### src/rtl/core/vpp_pkg.sv
package vpp_pkg;

  localparam int unsigned SCREEN_WIDTH_DEF  = 1024;
  localparam int unsigned SCREEN_HEIGHT_DEF = 1024;

  localparam int unsigned COEF_W  = 9;
  localparam int unsigned ROW_W   = 3 * COEF_W;
  localparam int unsigned VTX_W   = 16;
  localparam int unsigned EYE_W   = 16;
  localparam int unsigned PROD_W  = COEF_W + VTX_W;
  localparam int unsigned ROT_W   = 28;
  localparam int unsigned NUM_W   = ROT_W + EYE_W;
  localparam int unsigned DEN_W   = 27;
  localparam int unsigned SCR_W   = 11;
  localparam int unsigned CIDX_W  = 8;
  localparam int unsigned CDATA_W = 32;

  localparam logic [ROW_W-1:0] ROW0_RST = ROW_W'(128);
  localparam logic [ROW_W-1:0] ROW1_RST = ROW_W'(65536);
  localparam logic [ROW_W-1:0] ROW2_RST = ROW_W'(33554432);
  localparam logic [EYE_W-1:0] EYE_RST  = EYE_W'(256);

  typedef enum logic [CIDX_W-1:0] {
    CFG_ROW0 = 8'd0,
    CFG_ROW1 = 8'd1,
    CFG_ROW2 = 8'd2,
    CFG_EYE  = 8'd3
  } cfg_idx_t;

endpackage

### src/rtl/core/vpp_div.sv
module vpp_div #(
  parameter int unsigned NQ = 11
) (
  input  logic                       clk,
  input  logic                       en,
  input  logic signed [vpp_pkg::NUM_W-1:0] num,
  input  logic [vpp_pkg::DEN_W-1:0]  den,
  output logic [NQ-1:0]              q_mag,
  output logic                       q_neg,
  output logic                       q_ovf
);
  import vpp_pkg::*;

  logic [DEN_W-1:0] rem_r [NQ+1];
  logic [NQ-1:0]    low_r [NQ+1];
  logic [NQ-1:0]    q_r   [NQ+1];
  logic [DEN_W-1:0] den_r [NQ+1];
  logic             neg_r [NQ+1];
  logic             ovf_r [NQ+1];

  logic [NUM_W-1:0] mag;
  logic [NUM_W-NQ-1:0] hi;

  assign mag = num[NUM_W-1] ? NUM_W'(-num) : NUM_W'(num);
  assign hi  = mag[NUM_W-1:NQ];

  always_ff @(posedge clk) begin
    if (en) begin
      rem_r[0] <= hi[DEN_W-1:0];
      low_r[0] <= mag[NQ-1:0];
      q_r[0]   <= '0;
      den_r[0] <= den;
      neg_r[0] <= num[NUM_W-1];
      ovf_r[0] <= (hi >= (NUM_W-NQ)'(den));
    end
  end

  for (genvar s = 1; s <= NQ; s++) begin : g_step
    logic [DEN_W:0] t;
    logic           ge;
    assign t  = {rem_r[s-1], low_r[s-1][NQ-1]};
    assign ge = (t >= {1'b0, den_r[s-1]});
    always_ff @(posedge clk) begin
      if (en) begin
        rem_r[s] <= ge ? DEN_W'(t - {1'b0, den_r[s-1]}) : t[DEN_W-1:0];
        low_r[s] <= {low_r[s-1][NQ-2:0], 1'b0};
        q_r[s]   <= {q_r[s-1][NQ-2:0], ge};
        den_r[s] <= den_r[s-1];
        neg_r[s] <= neg_r[s-1];
        ovf_r[s] <= ovf_r[s-1];
      end
    end
  end

  assign q_mag = q_r[NQ];
  assign q_neg = neg_r[NQ];
  assign q_ovf = ovf_r[NQ];

endmodule

### config.mk
export PLATFORM = sky130hd
export DESIGN_NAME = vpp_div
export DESIGN_NICKNAME = d
export VERILOG_FILES = /design/src/rtl/core/vpp_pkg.sv /design/src/rtl/core/vpp_div.sv
export SDC_FILE = /design/constraint.sdc
export NUM_CORES = 1
export LEC_CHECK = 0
export ABC_AREA = 1
export BUFFER_PORTS_ARGS = -buffer_cell sky130_fd_sc_hd__buf_2
export CAP_MARGIN = 15
export CORE_AREA = 2 2 435 437
export DETAILED_ROUTE_END_ITERATION = 8
export DIE_AREA = 0 0 437 439
export PLACE_DENSITY = 0.43
export SLEW_MARGIN = 25
export SYNTH_ARGS = -nofsm -noshare
export SYNTH_HDL_FRONTEND = slang
export SYNTH_SLANG_ARGS = --single-unit
### constraint.sdc
create_clock -name clk -period 3.3 [get_ports clk]
set_input_delay 0 -clock clk [delete_from_list [all_inputs] [get_ports clk]]
set_output_delay 0 -clock clk [all_outputs]
set_load 0.05 [all_outputs]
======== Word level (Yosys, flattened, before mapping) ========
Memory sizes are Yosys's and may differ from the RTL's.
Cells that the tools add are included.
word-level totals
  register bits after elaboration ......... 0
  bits in writable memories ............... 936
  bits of input ports ..................... 73
  output and inout bits ................... 13
  logic and storage cells ................. 44
  memories ................................ 6
memory list
  name   words  width  read ports  clocked after Yosys merged registers in  wr ports  line           RTL
  den_r  12     27     11          0                                        12        vpp_div.sv:17  logic [DEN_W-1:0] den_r [NQ+1];
  rem_r  12     27     11          0                                        12        vpp_div.sv:14  logic [DEN_W-1:0] rem_r [NQ+1];
  low_r  12     11     11          0                                        12        vpp_div.sv:15  logic [NQ-1:0] low_r [NQ+1];
  q_r    12     11     12          0                                        12        vpp_div.sv:16  logic [NQ-1:0] q_r [NQ+1];
  neg_r  12     1      12          0                                        12        vpp_div.sv:18  logic neg_r [NQ+1];
  ovf_r  12     1      12          0                                        12        vpp_div.sv:19  logic ovf_r [NQ+1];
operators by class
  add/subtract/negate cells ............... 12
  $lt $le $gt $ge ......................... 12
  mux-type cells .......................... 14
operators by type and width
  operator                        number
  >= comparator 28 x 27 -> 1 bit  11
  2-to-1 mux 27 bit               11
  subtractor 27 bit               11
  2-to-1 mux 44 bit               1
  negation 44 bit                 1
  >= comparator 33 x 27 -> 1 bit  1
  2-to-1 mux 1 bit                2

======== Logic depth before layout (Yosys ltp) ========
  depth after elaboration ................. 3
  mapped depth ............................ 22
  mapped depth without buffers ............ 22

======== Least setup slack after synthesis ========
Ideal clock, no wire load.
  kind .................................... input-to-reg
  start ................................... input num[0] in the netlist's numbering
  end ..................................... memory ovf_r[0][0], data pin
  setup time .............................. 0.254 ns
  data arrival time ....................... 2.125 ns
  required time ........................... 3.046 ns
  path slack .............................. 0.921 ns
  stages on the path ...................... 18
  path buffers ............................ 0
  cell sequence ........................... inv_1 -> ha_1 -> nand2_1 -> nor2_2 -> nand2_2 -> nor2_2 -> nand3_2 -> o31ai_1 -> xnor2_1 -> ha_1 -> nand2_1 -> nor2_1 -> a211oi_1 -> nand2_1 -> nor2_1 -> nand2_1 -> nand2_1 -> nand2_1
RTL lines
  item                line           RTL
  start: declaration  vpp_div.sv:6   input logic signed [vpp_pkg::NUM_W-1:0] num,
  end: declaration    vpp_div.sv:19

==> flow_summary.toml <==
[routing]
wl_per_cell_microns = 17.3
drcViolationCount = 0
num_vias = 35442
drt-pass1-iter-count = 7
antenna_left = 0
drt_iter0_drc = 2181
drt-total-wl_microns = 139000
via_per_inst = 4.42

[placement]
portBuffers = 85
post_dp_cell_area_sq_um = 50300
gp_congestion = 0.872
dp_hpwl_microns = 114000
placed_cells = 7755

[die]
die_area_sq_um = 192000
die_h_microns = 439
ios = 86
die_w_microns = 437
num_rows = 159
core-area_sq_um = 187000
start_util = 0.249

[synthesis]
syn_nets = 5573
yosys.area_share.adder = 0.0916
synth_top_area_share = 0.484
synthXorXnorAreaFrac = 0.0382
synth_top_cell_by_area = "edfxtp_1"
ys_ff_latch = 750
muxShareOfSynthArea = 0
synthSimpleGateAreaFrac = 0.212
avgSynthCellArea_sq_um = 9.02
yosysSeqAreaShare = 0.484
synth_top_family_by_area = "simple AND/OR/NAND/NOR gates"
synth_compound_area_frac = 0.100
synthCells = 5165
synth_warnings = 0
synthTopCellsByArea = "edfxtp_1 48%, nand2_1 8.9%, ha_1 8.7%, inv_1 6.1%, nor2_1 4.6%"
synth_cell_types = 53
syn-cell-area_sq_um = 46600

[pwr]
ir_drop_mv = 0.436
comb_power_share = 0.465
clockPowerShare = 0.215
p_leak_nw = 23.1
p_per_area_nw_per_um2 = 867
power.share.sequential = 0.320
intPower_mw = 27.5
p_sw_frac = 0.417
finalPower_mw = 47.2
power.switching_mw = 19.7

[timing]
slew_headroom = 0.513
finalSetupViolCount = 0
hold_viol_final = 0
fin_tns_setup_ns = 0
fin_skew_ns = 0.0525
fmax_mhz = 321
worst_slew_pin_slew_ns = 0.730
rsz0062_at_grt = "no"
period_share = 0.943
final-max-slew-violation-count = 0
timing.final.crit_period_ns = 3.11

[setup_path]
cp_cell_sequence = "dlygate4sd3_1 -> buf_2 -> nor2_1 -> nand3_1 -> nor2_4 -> nand2_1 -> nor2_4 -> nand2_1 -> o21ai_1 -> nand2_1 -> xor2_1 -> ha_1 -> a21oi_1 -> nand2_1 -> nor2_1 -> nand3_1 -> nor2_1 -> dlygate4sd3_1 -> nand2_1"
required_ns = 3.77
endpoint_kind = "flip-flop"
crit_fanout = 5
reg2reg_setup_slack_ns = 0.41
timing.rr.end = "rem_r[6][2]"
worstRegToRegCells = 10
endpoint = "ovf_r[0][0]"
critical_path_arrival_ns = 3.58
crit_top_cell = "nand2_1"
crit_path_start = "num[4]"
crit_type = "in -> reg"
crit_path_max_incr_delay_ns = 0.56
crit_path_start_kind = "input pin"
cp_slowest_cell = "dlygate4sd3_1"
rr_startpoint = "rem_r[5][18]"

[clock_tree]
cts_max_level = 3
clk_path_buf_depth = 3
clk_latency_ns = 0.72
cts_tree = "yes"
tritoncts.num_buffers = 90
clkTransAtPathRegs_ns = 0.05
clock_sinks = 750
root_buffer = "clkbuf_16"
cts_setup_buffers = 0

[finish]
fin_util = 0.291
synthToLayoutAreaGrowth_pct = 16.9
nets = 5868
fin_cells = 8027
fin_area_sq_um = 54400
drive_gt1_frac = 0.0971

[min_path]
hold_class = "in -> reg"

[global_routing]
grt_pass1_vias = 36417
antenna_found_initial = 1
grt_max_degree = 118
grt_pass1_wl_microns = 214000
track_usage = 0.144
overflow = 0

[run]
maxCapViolCount = 0

[status]
outcome = "complete, no violations"
==> cells in the mapped netlist, drive strengths merged <==
library cell / n
o2111ai: 1
a21boi: 6
nand3: 216
edfxtp: 750
nor2: 637
nand3b: 44
o21ai: 222
o211ai: 14
o21bai: 22
nor4: 30
a211oi: 3
nor3b: 1
o31ai: 4
inv: 761
nand4: 97
clkbuf: 4
xor2: 74
buf: 61
nand2: 1139
fa: 10
clkinv: 1
a21o: 26
a31oi: 4
ha: 325
or2: 21
nor3: 52
a21oi: 497
xnor2: 129
o21a: 14
==> registers in the layout, summed over array words and instances (netlist names) <==
signal  flops
den_r     297
low_r      66
neg_r      12
q_r        66
ovf_r      12
rem_r     297
==> cells by family (layout without fill, tap and decap cells) <==
logic type | after synthesis | count (layout)
AO/OA/AOI/OAI | 813 | 813
XOR/XNOR | 203 | 203
adder cells (fa/ha/maj) | 335 | 335
buffers and inverters | 827 | 1193
flip-flops | 750 | 750
other | 0 | 1
AND/OR/NAND/NOR | 2237 | 2237
==> cells in the final DEF (no fill, tap or decap), types with 91 or more instances in the layout <==
cell type	Yosys	layout
edfxtp_1	750	750
inv_1	759	759
nand4_1	94	94
nor2_1	576	576
a21oi_1	418	418
o21ai_0	149	149
nand3_1	190	190
clkbuf_16	0	91
ha_1	325	325
xnor2_1	129	129
nand2_1	1103	1103
dlygate4sd3_1	0	108
==> metrics by stage <==
step / hold slack (ns) / setup slack (ns)
finish: 0.0503 / 0.186
global route: 0.0157 / 0.00255
CTS: 0.000332 / 0.131
detailed placement: 0.197 / 0.307
global placement: 0.195 / 0.215
floorplan: 0.0989 / 0.921
==> how the worst min path moves through the flow <==
| stage | endpoint | cells after the start | start | slack (ns) |
|---|---|---|---|---|
| floorplan | den_r[0][0] | 0 | den[0] | 0.1 |
| global placement | low_r[0][0] | 1 | num[0] | 0.19 |
| detailed placement | low_r[0][0] | 1 | num[0] | 0.20 |
| CTS | den_r[0][5] | 2 | den[5] | 0.0003 |
| global route | den_r[0][1] | 2 | den[1] | 0.02 |
| finish | ovf_r[0][0] | 9 | num[41] | 0.05 |
==> per-layer routing <==
layer | GRT usage | up-vias | wire [microns]
li1 | - | 17998 | -
met1 | 0.164 | 16705 | 57600
met2 | 0.276 | 539 | 73400
met3 | 0.0160 | 200 | 3570
met4 | 0.0463 | 0 | 4250
met5 | 0 | - | 0
==> area by class of cell <==
type	count	area (sq um)
antenna	1	2.50
clock buffer	106	2330
clock inverter	57	656
fill	19862	133000
inverter	762	2860
multi-input combinational	3588	20600
sequential	750	22500
tap	2495	3120
timing repair buffer	268	2340
==> power by group through the flow <==
| stage | clock network [mW] | registers (mW) | logic [mW] |
|---|---|---|---|
| 2_1_floorplan | 0 | 14.6 | 15.9 |
| 3_3_place_gp | 0 | 15.4 | 21.9 |
| 3_5_place_dp | 0 | 15.4 | 22.0 |
| 4_1_cts | 10.5 | 15.2 | 22.2 |
| 5_1_grt | 10.9 | 15.3 | 24.7 |
| 6_report | 10.1 | 15.1 | 21.9 |
==> repair_timing <==
action	in CTS	in global routing
endpoints found under the hold margin	147	0
setup endpoints to repair	0	1
gates resized for setup	0	3
hold buffers	108	0
==> critical path, delay by kind of cell <==
kind                     cells  cell delay, ns
adder cells (fa/ha/maj)      1            0.29
buffers and inverters        3            1.25
AO/OA/AOI/OAI                2            0.42
AND/OR/NAND/NOR             12            1.40
XOR/XNOR                     1            0.23
Note: power is estimated with default switching activity, not from simulation.
